`config.mk`:
```
export PLATFORM = sky130hd
export DESIGN_NAME = c_subset_lexer
export DESIGN_NICKNAME = d
export VERILOG_FILES = /design/src/clex_pkg.sv /design/src/c_subset_lexer.sv
export SDC_FILE = /design/constraint.sdc
export NUM_CORES = 1
export LEC_CHECK = 0
export BUFFER_PORTS_ARGS = -buffer_cell sky130_fd_sc_hd__clkbuf_2
export CAP_MARGIN = 20
export CORE_ASPECT_RATIO = 1.1
export CORE_MARGIN = 1
export CORE_UTILIZATION = 58
export CTS_BUF_LIST = sky130_fd_sc_hd__clkbuf_4 sky130_fd_sc_hd__clkbuf_8
export DETAILED_ROUTE_END_ITERATION = 6
export GPL_TIMING_DRIVEN = 0
export PLACE_DENSITY = 0.8
export SLEW_MARGIN = 25
export SYNTH_ARGS = -nofsm -noshare
export SYNTH_HDL_FRONTEND = slang
export SYNTH_SLANG_ARGS = --single-unit
```
`constraint.sdc`:
```
create_clock -name clk -period 5.55 [get_ports clk]
set_clock_uncertainty 0.05 [all_clocks]
set_input_delay 0.2775 -clock clk [delete_from_list [all_inputs] [get_ports clk]]
set_output_delay 0.2775 -clock clk [all_outputs]
set_load 0.05 [all_outputs]
```
`src/clex_pkg.sv`:
```
// Types and constants for the C subset lexer: lexer states, token codes,
// character codes, keyword spellings and the result record.
// No dependencies.
package clex_pkg;

	typedef enum logic [4:0] {
		S_IDLE, S_IDENT, S_INT, S_DOT, S_FRAC, S_EXP, S_ESIGN, S_EDIG,
		S_CHAR0, S_CHAR1, S_STR, S_AMP, S_BAR, S_BANG, S_EQ, S_LT, S_GT,
		S_SLASH, S_COMMENT
	} lex_state_t;

	// token codes
	localparam logic [5:0] TK_ID        = 6'd0;
	localparam logic [5:0] TK_CT_INT    = 6'd12;
	localparam logic [5:0] TK_CT_REAL   = 6'd13;
	localparam logic [5:0] TK_CT_CHAR   = 6'd14;
	localparam logic [5:0] TK_CT_STRING = 6'd15;
	localparam logic [5:0] TK_COMMA     = 6'd16;
	localparam logic [5:0] TK_SEMI      = 6'd17;
	localparam logic [5:0] TK_LPAREN    = 6'd18;
	localparam logic [5:0] TK_RPAREN    = 6'd19;
	localparam logic [5:0] TK_LBRACK    = 6'd20;
	localparam logic [5:0] TK_RBRACK    = 6'd21;
	localparam logic [5:0] TK_LBRACE    = 6'd22;
	localparam logic [5:0] TK_RBRACE    = 6'd23;
	localparam logic [5:0] TK_END       = 6'd24;
	localparam logic [5:0] TK_ADD       = 6'd25;
	localparam logic [5:0] TK_SUB       = 6'd26;
	localparam logic [5:0] TK_MUL       = 6'd27;
	localparam logic [5:0] TK_DIV       = 6'd28;
	localparam logic [5:0] TK_DOT       = 6'd29;
	localparam logic [5:0] TK_AND       = 6'd30;
	localparam logic [5:0] TK_OR        = 6'd31;
	localparam logic [5:0] TK_NOT       = 6'd32;
	localparam logic [5:0] TK_ASSIGN    = 6'd33;
	localparam logic [5:0] TK_EQUAL     = 6'd34;
	localparam logic [5:0] TK_NOTEQ     = 6'd35;
	localparam logic [5:0] TK_LESS      = 6'd36;
	localparam logic [5:0] TK_LESSEQ    = 6'd37;
	localparam logic [5:0] TK_GREATER   = 6'd38;
	localparam logic [5:0] TK_GREATEREQ = 6'd39;
	localparam logic [5:0] TK_ERROR     = 6'd40;

	// character codes
	localparam logic [7:0] CH_NUL    = 8'h00;
	localparam logic [7:0] CH_TAB    = 8'h09;
	localparam logic [7:0] CH_LF     = 8'h0A;
	localparam logic [7:0] CH_CR     = 8'h0D;
	localparam logic [7:0] CH_SPACE  = 8'h20;
	localparam logic [7:0] CH_BANG   = 8'h21;
	localparam logic [7:0] CH_DQUOTE = 8'h22;
	localparam logic [7:0] CH_AMP    = 8'h26;
	localparam logic [7:0] CH_SQUOTE = 8'h27;
	localparam logic [7:0] CH_LPAREN = 8'h28;
	localparam logic [7:0] CH_RPAREN = 8'h29;
	localparam logic [7:0] CH_STAR   = 8'h2A;
	localparam logic [7:0] CH_PLUS   = 8'h2B;
	localparam logic [7:0] CH_COMMA  = 8'h2C;
	localparam logic [7:0] CH_MINUS  = 8'h2D;
	localparam logic [7:0] CH_DOT    = 8'h2E;
	localparam logic [7:0] CH_SLASH  = 8'h2F;
	localparam logic [7:0] CH_ZERO   = 8'h30;
	localparam logic [7:0] CH_NINE   = 8'h39;
	localparam logic [7:0] CH_SEMI   = 8'h3B;
	localparam logic [7:0] CH_LT     = 8'h3C;
	localparam logic [7:0] CH_EQ     = 8'h3D;
	localparam logic [7:0] CH_GT     = 8'h3E;
	localparam logic [7:0] CH_UP_A   = 8'h41;
	localparam logic [7:0] CH_UP_E   = 8'h45;
	localparam logic [7:0] CH_UP_Z   = 8'h5A;
	localparam logic [7:0] CH_LBRACK = 8'h5B;
	localparam logic [7:0] CH_RBRACK = 8'h5D;
	localparam logic [7:0] CH_USCORE = 8'h5F;
	localparam logic [7:0] CH_LOW_A  = 8'h61;
	localparam logic [7:0] CH_LOW_E  = 8'h65;
	localparam logic [7:0] CH_LOW_Z  = 8'h7A;
	localparam logic [7:0] CH_LBRACE = 8'h7B;
	localparam logic [7:0] CH_BAR    = 8'h7C;
	localparam logic [7:0] CH_RBRACE = 8'h7D;

	localparam int          NUM_KW    = 11;
	localparam logic [30:0] VALUE_MAX = 31'h7FFF_FFFF;

	// keyword spellings, first character in the lowest byte, zero padded
	localparam logic [47:0] KW_TEXT [NUM_KW] = '{
		48'h006b61657262,   // break
		48'h000072616863,   // char
		48'h656c62756f64,   // double
		48'h000065736c65,   // else
		48'h000000726f66,   // for
		48'h000000006669,   // if
		48'h000000746e69,   // int
		48'h6e7275746572,   // return
		48'h746375727473,   // struct
		48'h000064696f76,   // void
		48'h00656c696877    // while
	};
	localparam logic [2:0] KW_LEN [NUM_KW] = '{
		3'd5, 3'd4, 3'd6, 3'd4, 3'd3, 3'd2, 3'd3, 3'd6, 3'd6, 3'd4, 3'd5
	};

	typedef struct packed {
		logic [5:0]  code;
		logic [15:0] start;
		logic [15:0] len;
		logic [30:0] value;
	} tok_t;

	typedef struct packed {
		tok_t        tok;
		logic [15:0] line;
		logic        last;
	} result_t;

endpackage

```
`src/c_subset_lexer.sv`:
```
// A byte accepted into the input register is lexed from there and its results are written to the
// result queue. Throughput: one byte per cycle while the queue has room; a byte that closes one
// token and is itself a token gives two results, which leave one a cycle while m_tready is high.
// A four-entry result queue stalls the input register when fewer than two entries are free.
// Asynchronous active-low reset: lexer idle, line 1, position 0, queue empty; no clearing pass.
// Depends on clex_pkg.
module c_subset_lexer #(
	parameter int POSITION_BITS = 16,
	parameter int KEYWORD_CHARS = 6
) (
	input  logic        clk,
	input  logic        arst_n,
	input  logic        s_tvalid,
	output logic        s_tready,
	input  logic [7:0]  s_tdata,    // [7:0] src_byte
	output logic        m_tvalid,
	input  logic        m_tready,
	// [5:0] token_code, [21:6] line_number, [37:22] start_position,
	// [53:38] token_length, [84:54] token_value, [87:85] zero
	output logic [87:0] m_tdata,
	output logic        m_tlast     // last_of_run
);
	import clex_pkg::*;

	localparam int WIN_BITS = 8 * KEYWORD_CHARS;
	localparam int QDEPTH   = 4;
	localparam int QPTR     = $clog2(QDEPTH);

	// ---------------- input register ----------------
	logic       valid_s1;
	logic [7:0] byte_s1;
	logic       proc;          // the registered byte is lexed this cycle
	logic [QPTR:0] count_q;

	// room for two results regardless of a pop this cycle
	assign proc     = valid_s1 && (count_q <= (QPTR+1)'(QDEPTH - 2));
	assign s_tready = !valid_s1 || proc;

	always_ff @(posedge clk or negedge arst_n) begin
		if (!arst_n) begin
			valid_s1 <= 1'b0;
		end else if (s_tready) begin
			valid_s1 <= s_tvalid;
		end
	end

	always_ff @(posedge clk) begin
		if (s_tready && s_tvalid) begin
			byte_s1 <= s_tdata;
		end
	end

	// ---------------- lexer state ----------------
	lex_state_t                 state_q, state_d;
	logic [15:0]                line_q, line_d;
	logic [POSITION_BITS-1:0]   pos_q;
	logic [POSITION_BITS-1:0]   tstart_q, tstart_d;
	logic [15:0]                len_q, len_d;
	logic [30:0]                acc_q, acc_d;
	logic [WIN_BITS-1:0]        win_q, win_d;
	logic [7:0]                 chr_q, chr_d;

	always_ff @(posedge clk or negedge arst_n) begin
		if (!arst_n) begin
			state_q  <= S_IDLE;
			line_q   <= 16'd1;
			pos_q    <= '0;
			tstart_q <= '0;
			len_q    <= '0;
			acc_q    <= '0;
			win_q    <= '0;
			chr_q    <= '0;
		end else if (proc) begin
			state_q  <= state_d;
			line_q   <= line_d;
			pos_q    <= pos_q + 1'b1;
			tstart_q <= tstart_d;
			len_q    <= len_d;
			acc_q    <= acc_d;
			win_q    <= win_d;
			chr_q    <= chr_d;
		end
	end

	// ---------------- next state and tokens ----------------
	logic [7:0]  b;
	logic        is_dig, is_let, is_e;
	logic [15:0] grown;
	logic [15:0] tstart16, pos16, pos1_16;
	logic [31:0] tstart_w, pos_w, pos1_w;
	logic [POSITION_BITS-1:0] pos_plus1;
	logic [34:0] acc_mul;
	logic [30:0] acc_next;
	logic [5:0]  id_code;
	logic        consumed;
	logic        adv_v, idl_v;
	tok_t        adv_tok, idl_tok;

	function automatic tok_t mk_tok(logic [5:0] c, logic [15:0] s, logic [15:0] l,
			logic [30:0] v);
		tok_t t;
		t.code  = c;
		t.start = s;
		t.len   = l;
		t.value = v;
		return t;
	endfunction

	assign b         = byte_s1;
	assign is_dig    = (b >= CH_ZERO) && (b <= CH_NINE);
	assign is_let    = ((b >= CH_LOW_A) && (b <= CH_LOW_Z)) ||
	                   ((b >= CH_UP_A) && (b <= CH_UP_Z)) || (b == CH_USCORE);
	assign is_e      = (b == CH_LOW_E) || (b == CH_UP_E);
	assign grown     = (len_q != 16'hFFFF) ? len_q + 16'd1 : len_q;
	assign pos_plus1 = pos_q + 1'b1;
	// positions are reported modulo 2^16
	assign tstart_w  = 32'(tstart_q);
	assign pos_w     = 32'(pos_q);
	assign pos1_w    = 32'(pos_plus1);
	assign tstart16  = tstart_w[15:0];
	assign pos16     = pos_w[15:0];
	assign pos1_16   = pos1_w[15:0];

	// decimal accumulate: acc*10 + digit, saturating
	assign acc_mul  = 35'({acc_q, 3'b000}) + 35'({acc_q, 1'b0}) + 35'(b[3:0]);
	assign acc_next = (acc_mul > 35'(VALUE_MAX)) ? VALUE_MAX : acc_mul[30:0];

	// keyword match on the collected window
	always_comb begin
		id_code = TK_ID;
		for (int k = 0; k < NUM_KW; k++) begin
			if ((len_q == 16'(KW_LEN[k])) && (win_q == WIN_BITS'(KW_TEXT[k]))) begin
				id_code = 6'(k + 1);
			end
		end
	end

	always_comb begin
		state_d  = S_IDLE;
		line_d   = line_q;
		tstart_d = tstart_q;
		len_d    = len_q;
		acc_d    = acc_q;
		win_d    = win_q;
		chr_d    = chr_q;
		adv_v    = 1'b0;
		idl_v    = 1'b0;
		adv_tok  = mk_tok(TK_ERROR, tstart16, len_q, '0);
		idl_tok  = mk_tok(TK_ERROR, pos16, 16'd1, '0);
		consumed = 1'b0;

		// continue the token in progress
		unique case (state_q)
			S_IDENT: begin
				if (is_let || is_dig) begin
					for (int i = 0; i < KEYWORD_CHARS; i++) begin
						if (len_q == 16'(i)) begin
							win_d[8*i +: 8] = b;
						end
					end
					len_d    = grown;
					state_d  = S_IDENT;
					consumed = 1'b1;
				end else begin
					adv_v   = 1'b1;
					adv_tok = mk_tok(id_code, tstart16, len_q, '0);
				end
			end
			S_INT: begin
				if (is_dig) begin
					acc_d    = acc_next;
					len_d    = grown;
					state_d  = S_INT;
					consumed = 1'b1;
				end else if (b == CH_DOT) begin
					len_d    = grown;
					state_d  = S_DOT;
					consumed = 1'b1;
				end else if (is_e) begin
					len_d    = grown;
					state_d  = S_EXP;
					consumed = 1'b1;
				end else begin
					adv_v   = 1'b1;
					adv_tok = mk_tok(TK_CT_INT, tstart16, len_q, acc_q);
				end
			end
			S_DOT: begin
				if (is_dig) begin
					len_d    = grown;
					state_d  = S_FRAC;
					consumed = 1'b1;
				end else begin
					adv_v = 1'b1;
				end
			end
			S_FRAC: begin
				if (is_dig) begin
					len_d    = grown;
					state_d  = S_FRAC;
					consumed = 1'b1;
				end else if (is_e) begin
					len_d    = grown;
					state_d  = S_EXP;
					consumed = 1'b1;
				end else begin
					adv_v   = 1'b1;
					adv_tok = mk_tok(TK_CT_REAL, tstart16, len_q, '0);
				end
			end
			S_EXP: begin
				if ((b == CH_PLUS) || (b == CH_MINUS)) begin
					len_d    = grown;
					state_d  = S_ESIGN;
					consumed = 1'b1;
				end else if (is_dig) begin
					len_d    = grown;
					state_d  = S_EDIG;
					consumed = 1'b1;
				end else begin
					adv_v = 1'b1;
				end
			end
			S_ESIGN: begin
				if (is_dig) begin
					len_d    = grown;
					state_d  = S_EDIG;
					consumed = 1'b1;
				end else begin
					adv_v = 1'b1;
				end
			end
			S_EDIG: begin
				if (is_dig) begin
					len_d    = grown;
					state_d  = S_EDIG;
					consumed = 1'b1;
				end else begin
					adv_v   = 1'b1;
					adv_tok = mk_tok(TK_CT_REAL, tstart16, len_q, '0);
				end
			end
			S_CHAR0: begin
				if (b == CH_SQUOTE) begin
					// empty char constant: closing quote swallowed
					adv_v    = 1'b1;
					adv_tok  = mk_tok(TK_ERROR, tstart16, 16'd0, '0);
					consumed = 1'b1;
				end else if (b == CH_NUL) begin
					adv_v = 1'b1;
				end else begin
					chr_d    = b;
					len_d    = 16'd1;
					state_d  = S_CHAR1;
					consumed = 1'b1;
				end
			end
			S_CHAR1: begin
				adv_v = 1'b1;
				if (b == CH_SQUOTE) begin
					adv_tok  = mk_tok(TK_CT_CHAR, tstart16, 16'd1, 31'(chr_q));
					consumed = 1'b1;
				end
			end
			S_STR: begin
				if (b == CH_DQUOTE) begin
					adv_v    = 1'b1;
					adv_tok  = mk_tok(TK_CT_STRING, tstart16, len_q, '0);
					consumed = 1'b1;
				end else if (b == CH_NUL) begin
					adv_v = 1'b1;
				end else begin
					len_d    = grown;
					state_d  = S_STR;
					consumed = 1'b1;
				end
			end
			S_AMP: begin
				adv_v = 1'b1;
				if (b == CH_AMP) begin
					adv_tok  = mk_tok(TK_AND, tstart16, 16'd2, '0);
					consumed = 1'b1;
				end
			end
			S_BAR: begin
				adv_v = 1'b1;
				if (b == CH_BAR) begin
					adv_tok  = mk_tok(TK_OR, tstart16, 16'd2, '0);
					consumed = 1'b1;
				end
			end
			S_BANG, S_EQ, S_LT, S_GT: begin
				adv_v    = 1'b1;
				consumed = (b == CH_EQ);
				unique case (state_q)
					S_BANG:  adv_tok = mk_tok(consumed ? TK_NOTEQ : TK_NOT,
					                          tstart16, consumed ? 16'd2 : 16'd1, '0);
					S_EQ:    adv_tok = mk_tok(consumed ? TK_EQUAL : TK_ASSIGN,
					                          tstart16, consumed ? 16'd2 : 16'd1, '0);
					S_LT:    adv_tok = mk_tok(consumed ? TK_LESSEQ : TK_LESS,
					                          tstart16, consumed ? 16'd2 : 16'd1, '0);
					default: adv_tok = mk_tok(consumed ? TK_GREATEREQ : TK_GREATER,
					                          tstart16, consumed ? 16'd2 : 16'd1, '0);
				endcase
			end
			S_SLASH: begin
				if (b == CH_SLASH) begin
					state_d  = S_COMMENT;
					consumed = 1'b1;
				end else begin
					adv_v   = 1'b1;
					adv_tok = mk_tok(TK_DIV, tstart16, 16'd1, '0);
				end
			end
			S_COMMENT: begin
				if ((b != CH_LF) && (b != CH_CR) && (b != CH_NUL)) begin
					state_d  = S_COMMENT;
					consumed = 1'b1;
				end
			end
			default: begin
				consumed = 1'b0;   // idle and unused codes
			end
		endcase

		// take the byte up from idle
		if (!consumed) begin
			state_d = S_IDLE;
			if (is_let) begin
				state_d  = S_IDENT;
				tstart_d = pos_q;
				len_d    = 16'd1;
				win_d    = WIN_BITS'(b);
			end else if (is_dig) begin
				state_d  = S_INT;
				tstart_d = pos_q;
				len_d    = 16'd1;
				acc_d    = 31'(b[3:0]);
			end else if ((b == CH_SQUOTE) || (b == CH_DQUOTE)) begin
				// text starts after the opening quote
				state_d  = (b == CH_DQUOTE) ? S_STR : S_CHAR0;
				tstart_d = pos_plus1;
				len_d    = 16'd0;
			end else begin
				unique case (b)
					CH_COMMA:  begin idl_v = 1'b1; idl_tok.code = TK_COMMA;  end
					CH_SEMI:   begin idl_v = 1'b1; idl_tok.code = TK_SEMI;   end
					CH_LPAREN: begin idl_v = 1'b1; idl_tok.code = TK_LPAREN; end
					CH_RPAREN: begin idl_v = 1'b1; idl_tok.code = TK_RPAREN; end
					CH_LBRACK: begin idl_v = 1'b1; idl_tok.code = TK_LBRACK; end
					CH_RBRACK: begin idl_v = 1'b1; idl_tok.code = TK_RBRACK; end
					CH_LBRACE: begin idl_v = 1'b1; idl_tok.code = TK_LBRACE; end
					CH_RBRACE: begin idl_v = 1'b1; idl_tok.code = TK_RBRACE; end
					CH_NUL: begin
						idl_v       = 1'b1;
						idl_tok.code = TK_END;
						idl_tok.len  = 16'd0;
					end
					CH_PLUS:   begin idl_v = 1'b1; idl_tok.code = TK_ADD;    end
					CH_MINUS:  begin idl_v = 1'b1; idl_tok.code = TK_SUB;    end
					CH_STAR:   begin idl_v = 1'b1; idl_tok.code = TK_MUL;    end
					CH_DOT:    begin idl_v = 1'b1; idl_tok.code = TK_DOT;    end
					CH_AMP, CH_BAR, CH_BANG, CH_EQ, CH_LT, CH_GT, CH_SLASH: begin
						unique case (b)
							CH_AMP:  state_d = S_AMP;
							CH_BAR:  state_d = S_BAR;
							CH_BANG: state_d = S_BANG;
							CH_EQ:   state_d = S_EQ;
							CH_LT:   state_d = S_LT;
							CH_GT:   state_d = S_GT;
							default: state_d = S_SLASH;
						endcase
						tstart_d = pos_q;
						len_d    = 16'd1;
					end
					CH_SPACE, CH_TAB, CH_CR: begin
						idl_v = 1'b0;
					end
					CH_LF: begin
						if (line_q != 16'hFFFF) begin
							line_d = line_q + 16'd1;
						end
					end
					default: begin
						idl_v = 1'b1;   // byte starts no token
					end
				endcase
			end
		end
	end

	// ---------------- result queue ----------------
	result_t       q_mem [QDEPTH];
	logic [QPTR-1:0] wr_q, rd_q;
	result_t       ent0, ent1;
	logic [1:0]    n_res;
	logic          pop;

	assign n_res = {1'b0, adv_v} + {1'b0, idl_v};
	assign pop   = m_tvalid && m_tready;

	always_comb begin
		ent0.tok  = adv_v ? adv_tok : idl_tok;
		ent0.line = line_q;
		ent0.last = !(adv_v && idl_v);
		ent1.tok  = idl_tok;
		ent1.line = line_q;
		ent1.last = 1'b1;
	end

	always_ff @(posedge clk or negedge arst_n) begin
		if (!arst_n) begin
			wr_q    <= '0;
			rd_q    <= '0;
			count_q <= '0;
		end else begin
			if (proc) begin
				wr_q <= wr_q + QPTR'(n_res);
			end
			if (pop) begin
				rd_q <= rd_q + 1'b1;
			end
			count_q <= count_q + (QPTR+1)'(proc ? n_res : 2'd0) - (QPTR+1)'(pop);
		end
	end

	always_ff @(posedge clk) begin
		if (proc && (n_res != 2'd0)) begin
			q_mem[wr_q] <= ent0;
		end
		if (proc && (n_res == 2'd2)) begin
			q_mem[wr_q + 1'b1] <= ent1;
		end
	end

	assign m_tvalid = (count_q != '0);
	assign m_tdata  = {3'b000, q_mem[rd_q].tok.value, q_mem[rd_q].tok.len,
	                   q_mem[rd_q].tok.start, q_mem[rd_q].line, q_mem[rd_q].tok.code};
	assign m_tlast  = q_mem[rd_q].last;

	// ---------------- checks ----------------
	a_queue_bound: assert property (@(posedge clk) disable iff (!arst_n)
		count_q <= (QPTR+1)'(QDEPTH))
		else $error("result queue overfilled");

	a_end_idle: assert property (@(posedge clk) disable iff (!arst_n)
		proc && (byte_s1 == CH_NUL) |=> state_q == S_IDLE)
		else $error("lexer not idle after end of input");

	a_end_result: assert property (@(posedge clk) disable iff (!arst_n)
		proc && (byte_s1 == CH_NUL) |-> idl_v && (idl_tok.code == TK_END))
		else $error("end of input gave no END token");

	a_line_nonzero: assert property (@(posedge clk) disable iff (!arst_n)
		line_q != 16'd0)
		else $error("line count reached zero");

endmodule

```
==> out/results.txt, run 1 <==
status - finished, final reports clean
TritonCTS clock tree - yes
f_max - 183 MHz
largest net degree at the start of global routing - 75
top post-synthesis cells by count - 234 x a22o_1, 210 x nand2_1, 188 x dfxtp_1, 164 x edfxtp_1, 163 x dfrtp_1
Post-synth ARST share - 31.8%
RePlAce Congestion - 0.994
fin crit period - 5.47 ns
gr usage total - 34.5%
max cap viols - 0
HPWL after DPL - 57.9 mm
CP Class - reg -> reg
worst reg-to-reg path cell count - 14
layout cells sized above 1 - 16.2%
Die Ht - 226 um
Initial Util - 59.2%
fin nets - 2,741
total power - 14,600 uW
ordered cell list for the critical path - buf_2, or4_4, o21a_1, a21oi_2, nor2_1, nor4b_4, and2_1, o2111ai_1, ha_1, or4_1, clkbuf_1, nor2_1, clkbuf_1, a22o_1
Final TNS setup - 0 ns
WHS Endpoint - rd_q[0]$_DFFE_PN0P_
DRC viols - 0
synthesized area - 26,500 um2
CTS Buffer Depth - 3
ys flop type - dfxtp_1
final setup violation count - 0
# rows - 81
Final period util - 98.5%
Fin. Hold Viols - 0
most frequent cell after synthesis - a22o_1
Avg Cell Area, Syn - 10.8 um2
Post-Layout Cell Count - 3,299
Clock Latency Late Sink - 0.69 ns
IO Count - 103
Yosys top cell area share - 18.6%
synth unique cells - 93
CTS root buffer - clkbuf_8
synthesis-to-finish area growth - 12.6%
hold path depth - 3
clock sink count - 516
Buffers on Ports - 99
Crit Path Max Fanout - 10
crit end category - flop
reg-to-reg setup timing slack - 0.08 ns
die width - 206 um
detail-routed via count per cell - 6.63
leading area contributor after synthesis - edfxtp_1
Post-synth EDFFs - 164
CP Data Required Time - 6.12 ns
CTS clock-pin slew for the worst setup and hold paths - 0.06 ns
Synth area leaders - edfxtp_1 19%, dfrtp_1 15%, dfxtp_1 14%
RSZ-0062 raised after global routing - true
Critical-path top delay cell - or4_4
Critical Path Start - b[0]$_DFFE_PP_
hold_ws - 0.105 ns
final-layout fill cell count - 3,383
synth warn - 0
sequential element share of the synthesized area - 48.3%
reg2reg start - b[0]$_DFFE_PP_
die area - 46,600 um2
first-pass iteration count of the detailed router - 6
antenna-violating nets left - 0
initial DRC count - 1,972
global-route wire length before repair - 123 mm
post-synthesis register bit count - 516
Crit Reg-Reg Endpoint - q_mem[0][30]$_SDFFE_PP0P_
core area - 44,800 um2
initial antenna violation count - 1
GRT overflow - 0
DR vias - 21,900
final wirelength - 79.6 mm
max-slew violation total from the final report - 0
H-tree depth - 3
Setup crit start kind - flop
max incr delay on CP - 0.58 ns
Num CTS Buffers - 82
hold crit path type - in -> reg
Power Density - 490 nW/um2
Synth Instances - 2,448
WL/cell - 24.1 um
Slew HR - 29.6%
VDD IR max - 0.000274 V
Slew @ Worst Pin - 1.05 ns
critical path arrival - 6.04 ns
post-placement cell count - 3,137
vias in the first global route - 21,700
Leak - 0.0120 uW
Hold Startpoint - m_tready
-- sequential cells by signal, summed over array words and instances, names as in the netlist, named ones only --
register and cells:
tstart16 16, rd_q 2, b 8, chr_q 8, state_q 5, line_q 16, count_q 3, acc_q 27
q_mem 344, wr_q 2, win_q 48, len_q 16, pos16 16, valid_s1 1
-- logic make-up (layout without fill, tap and decap cells) --
family	after synthesis	in the layout	share of synthesized area, %
other	1	4	0.0141
buffers and inverters	233	500	3.62
flip-flops	516	516	48.3
AO/OA/AOI/OAI	680	680	18.9
adder cells (fa/ha/maj)	77	77	3.72
AND/OR/NAND/NOR	756	756	14.8
multiplexers	106	106	8.14
XOR/XNOR	79	79	2.61
-- worst max-delay path by stage --
| stage | slack [ns] | depth (start not counted) | endpoint |
|---|---|---|---|
| floorplan | 0.34 | 16 | q_mem[1][10]$_DFFE_PP_ |
| global placement | -2.23 | 15 | q_mem[1][72]$_DFFE_PP_ |
| detailed placement | -0.60 | 16 | q_mem[1][72]$_DFFE_PP_ |
| CTS | 0.04 | 17 | q_mem[1][84]$_DFFE_PP_ |
| global route | -0.02 | 15 | q_mem[3][83]$_DFFE_PP_ |
| finish | 0.08 | 14 | q_mem[0][30]$_SDFFE_PP0P_ |
-- layout make-up --
cell class                 instances  area (um2)  share of cell area (%)
antenna                            1        2.50                 0.00839
buffer                           187         830                    2.78
clock buffer                     115        1450                    4.86
clock inverter                    34         259                   0.868
inverter                          45         169                   0.566
multi-input combinational       1701       12800                    43.0
sequential                       516       12800                    42.9
tap                              581         727                    2.44
timing repair buffer             119         774                    2.60
-- through the flow --
| step | instance area (um2) | setup slack [ns] | utilization (%) |
|---|---|---|---|
| 2_1_floorplan | 26500 | 0.344 | - |
| 3_3_place_gp | 27700 | -2.23 | 61.9 |
| 3_5_place_dp | 27900 | -0.600 | 62.3 |
| 4_1_cts | 29800 | 0.0366 | 66.5 |
| 5_1_grt | 29800 | -0.0219 | 66.6 |
| 6_report | 29800 | 0.0845 | 66.6 |
-- power breakdown --
part	switching, uW	internal [uW]	leakage, uW
logic	4340	1850	0.00585
registers	371	4670	0.00523
clock network	1540	1840	0.000902
total	6250	8360	0.0120
-- worst max-delay path, delay by kind of cell (launching register included) --
family,cells,cell delay [ns]
buf+inv,3,1.08
simple gates,6,2.41
compound gates,4,1.10
flops,1,0.45
fa+ha+maj,1,0.32
-- layout by cell type (no fill, tap or decap), types with 15 or more instances in the layout --
master    count
mux4_2       86
buf_2        16
mux2_2       17
xor2_1       28
buf_1        17
dfrtp_1     163
xnor2_1      51
o21a_1       20
clkbuf_2    115
nor2_1      133
a32o_1       15
o21ai_0     126
nor4_1       20
inv_1        43
nand2b_1     21
clkbuf_4     23
and3_1       36
dfxtp_1     188
edfxtp_1    164
o22ai_1      26
clkbuf_8     95
nand2_1     210
a21o_1       16
nand4_1      33
and2_1       93
clkbuf_1    123
a21oi_1      93
a22o_1      234
nor3_1       54
nand3_1      51
ha_1         74
-- routing by layer --
metal  share of wire (%)  global-route usage (%)  up-vias
li1                    -                       -     9721
met1                  40                    44.3    10900
met2                  50                    58.0     1078
met3                 7.0                    4.98      169
met4                 3.0                    14.5        0
met5                   0                       0        -
-- timing repair --
action / CTS / global route
endpoints found under the hold margin: 172 / 0
gates resized for setup: 9 / 33
hold buffers: 12 / 0
endpoints found under the setup margin: 421 / 293
pin swaps: 1 / 0
buffers inserted: 1 / 0
No activity file was read; power rests on OpenSTA's default activity.
==> inputs of run 2 (changes only) <==
- PLACE_DENSITY: 0.8 -> 0.89
==> out/results.txt, run 2 (synthesized netlist as in run 1, its figures left out) <==
hold crit path type - in -> reg
# rows - 81
Critical-path top delay cell - clkbuf_1
placed inst area - 27,800 um2
max incr delay on CP - 0.63 ns
detail-routed via count per cell - 6.81
DRC viols - 1
Top Registers - q_mem: 344 flops, win_q: 48 flops, acc_q: 27 flops
TritonCTS clock tree - yes
pre-CTS WS - -0.558 ns
synthesis-to-finish area growth - 12.6%
fin nets - 2,733
WHS Endpoint - rd_q[1]$_DFFE_PN0P_
CTS clock-pin slew for the worst setup and hold paths - 0.06 ns
Power Density - 497 nW/um2
Switching Share - 42.7%
WL/cell - 24.9 um
Crit Reg-Reg Endpoint - q_mem[0][17]$_SDFFE_PP0P_
Die Ht - 226 um
clock sink count - 516
first-pass iteration count of the detailed router - 7
Register Area - 12,800 um2
Crit Path Max Fanout - 11
largest net degree at the start of global routing - 85
Int Power - 8490 uW
DR vias - 22,500
Final WS setup - 0.0806 ns
final setup violation count - 0
HPWL after DPL - 56.8 mm
CTS root buffer - clkbuf_8
final instance area - 29,900 um2
Leak - 0.0120 uW
Post-Layout Cell Count - 3,296
CP Data Required Time - 6.10 ns
hold_ws - 0.0696 ns
GRT overflow - 0
reg2reg start - b[1]$_DFFE_PP_
commonest non-fill, non-tap cell in the layout - a22o_1
reg-to-reg setup timing slack - 0.08 ns
max reg flops - 344
antenna-violating nets left - 0
CP Class - reg -> reg
initial antenna violation count - 3
most flop-heavy register - q_mem
initial DRC count - 2,519
Hold Startpoint - m_tready
status - finished with violations
VDD IR max - 0.000323 V
RePlAce Congestion - 1.02
Slew @ Worst Pin - 1.03 ns
RSZ-0062 raised after global routing - true
final-layout fill cell count - 3,228
post-placement cell count - 3,133
max-slew violation total from the final report - 0
clock share of power - 24.0%
gr usage total - 35.4%
core area - 44,800 um2
die area - 46,600 um2
Final period util - 98.5%
fin crit period - 5.47 ns
failing checks - design-rule violations
die width - 206 um
sw power - 6330 uW
area of the multi-input gates - 12,800 um2
H-tree depth - 3
crit-path most repeated cell - clkbuf_1
layout cells sized above 1 - 16.3%
Initial Util - 59.2%
worst reg-to-reg path cell count - 16
IO Count - 103
Reg power frac - 34.3%
Clock Latency Late Sink - 0.70 ns
global-route wire length before repair - 126 mm
Buffers on Ports - 99
most frequent cells in the layout - 234 x a22o_1, 210 x nand2_1, 188 x dfxtp_1, 164 x edfxtp_1, 163 x dfrtp_1
vias in the first global route - 22,300
Slew HR - 30.5%
Comb pwr share - 41.7%
Setup crit start kind - flop
hold path depth - 4
max cap viols - 0
critical path arrival - 6.02 ns
final core occ - 66.6%
f_max - 183 MHz
ordered cell list for the critical path - clkbuf_1, clkbuf_1, nor2_1, a21oi_1, a22oi_1, a21oi_2, o21ai_1, a221o_2, buf_6, ha_1, nand4_1, and2_1, clkbuf_1, clkbuf_1, nand2_1, o21ai_0
Fin. Hold Viols - 0
final wirelength - 82.0 mm
crit end category - flop
CTS Buffer Depth - 3
Num CTS Buffers - 81
## run 2: changes by cell type in the layout (fill, tap and decap cells not counted), sizes merged
cell | previous run | this run
buf | 53 | 48
dlygate4sd3 | 12 | 10
clkinvlp | 3 | 2
clkbuf | 356 | 373
diode | 1 | 2
inv | 47 | 46
clkinv | 26 | 14
## run 2: per-stage QoR
| stage | power [uW] | setup TNS (ns) |
|---|---|---|
| after floorplan | 9260 | 0 |
| after global placement | 10900 | -428.86 |
| after detailed placement | 11100 | -142.93 |
| after CTS | 14700 | 0 |
| after global routing | 15400 | -0.0530 |
| final | 14800 | 0 |
## run 2: worst max-delay path: cells and delay by family, from the launching register on
| family | cells | cell delay [ns] |
|---|---|---|
| adder cells (fa/ha/maj) | 1 | 0.23 |
| AO/OA/AOI/OAI | 6 | 1.57 |
| buffers and inverters | 5 | 2.19 |
| AND/OR/NAND/NOR | 4 | 0.85 |
| flip-flops | 1 | 0.49 |
## run 2: power groups by stage
| stage | Sequential (uW) | Combinational [uW] | Clock (uW) |
|---|---|---|---|
| floorplan | 4980 | 4280 | 0 |
| global placement | 5070 | 5860 | 0 |
| detailed placement | 5110 | 6020 | 0 |
| CTS | 5050 | 6090 | 3560 |
| global route | 5130 | 6540 | 3730 |
| finish | 5080 | 6190 | 3560 |
## run 2: how the worst max path moves through the flow
stage | from | to | slack [ns] | cells past startpoint
5_1_grt | b[1]$_DFFE_PP_ | q_mem[0][17]$_SDFFE_PP0P_ | -0.02 | 16
3_3_place_gp | state_q[0]$_DFFE_PN0P_ | q_mem[1][73]$_DFFE_PP_ | -2.02 | 15
6_report | b[1]$_DFFE_PP_ | q_mem[0][17]$_SDFFE_PP0P_ | 0.08 | 16
2_1_floorplan | b[0]$_DFFE_PP_ | q_mem[1][10]$_DFFE_PP_ | 0.34 | 16
4_1_cts | state_q[0]$_DFFE_PN0P_ | q_mem[1][47]$_SDFFE_PP0P_ | 0.03 | 16
3_5_place_dp | b[6]$_DFFE_PP_ | q_mem[3][71]$_DFFE_PP_ | -0.56 | 15
## run 2: timing repair
| item | CTS | global route |
|---|---|---|
| setup buffers | 1 | 0 |
| pin swaps | 1 | 0 |
| endpoints found under the hold margin | 92 | 0 |
| setup endpoints to repair | 398 | 355 |
| hold buffers | 10 | 0 |
| gates resized for setup | 8 | 30 |
| gates cloned | 0 | 0 |
## run 2: final cells by class
class | instances | area share (%)
inverters | 45 | 0.566
repair buffers | 113 | 2.25
clock buffers | 132 | 5.41
multi-input cells | 1701 | 43.0
flip-flops and latches | 516 | 42.9
plain buffers | 186 | 2.79
well taps | 581 | 2.43
diodes | 2 | 0.0168
clock inverters | 20 | 0.658
## run 2: layer usage
layer / wire length [um] / up-vias / GRT usage [%]
li1: - / 9737 / -
met3: 7390 / 288 / 5.99
met1: 31700 / 11000 / 46.0
met2: 38900 / 1427 / 56.6
met5: 8 / - / 0
met4: 3960 / 2 / 18.9
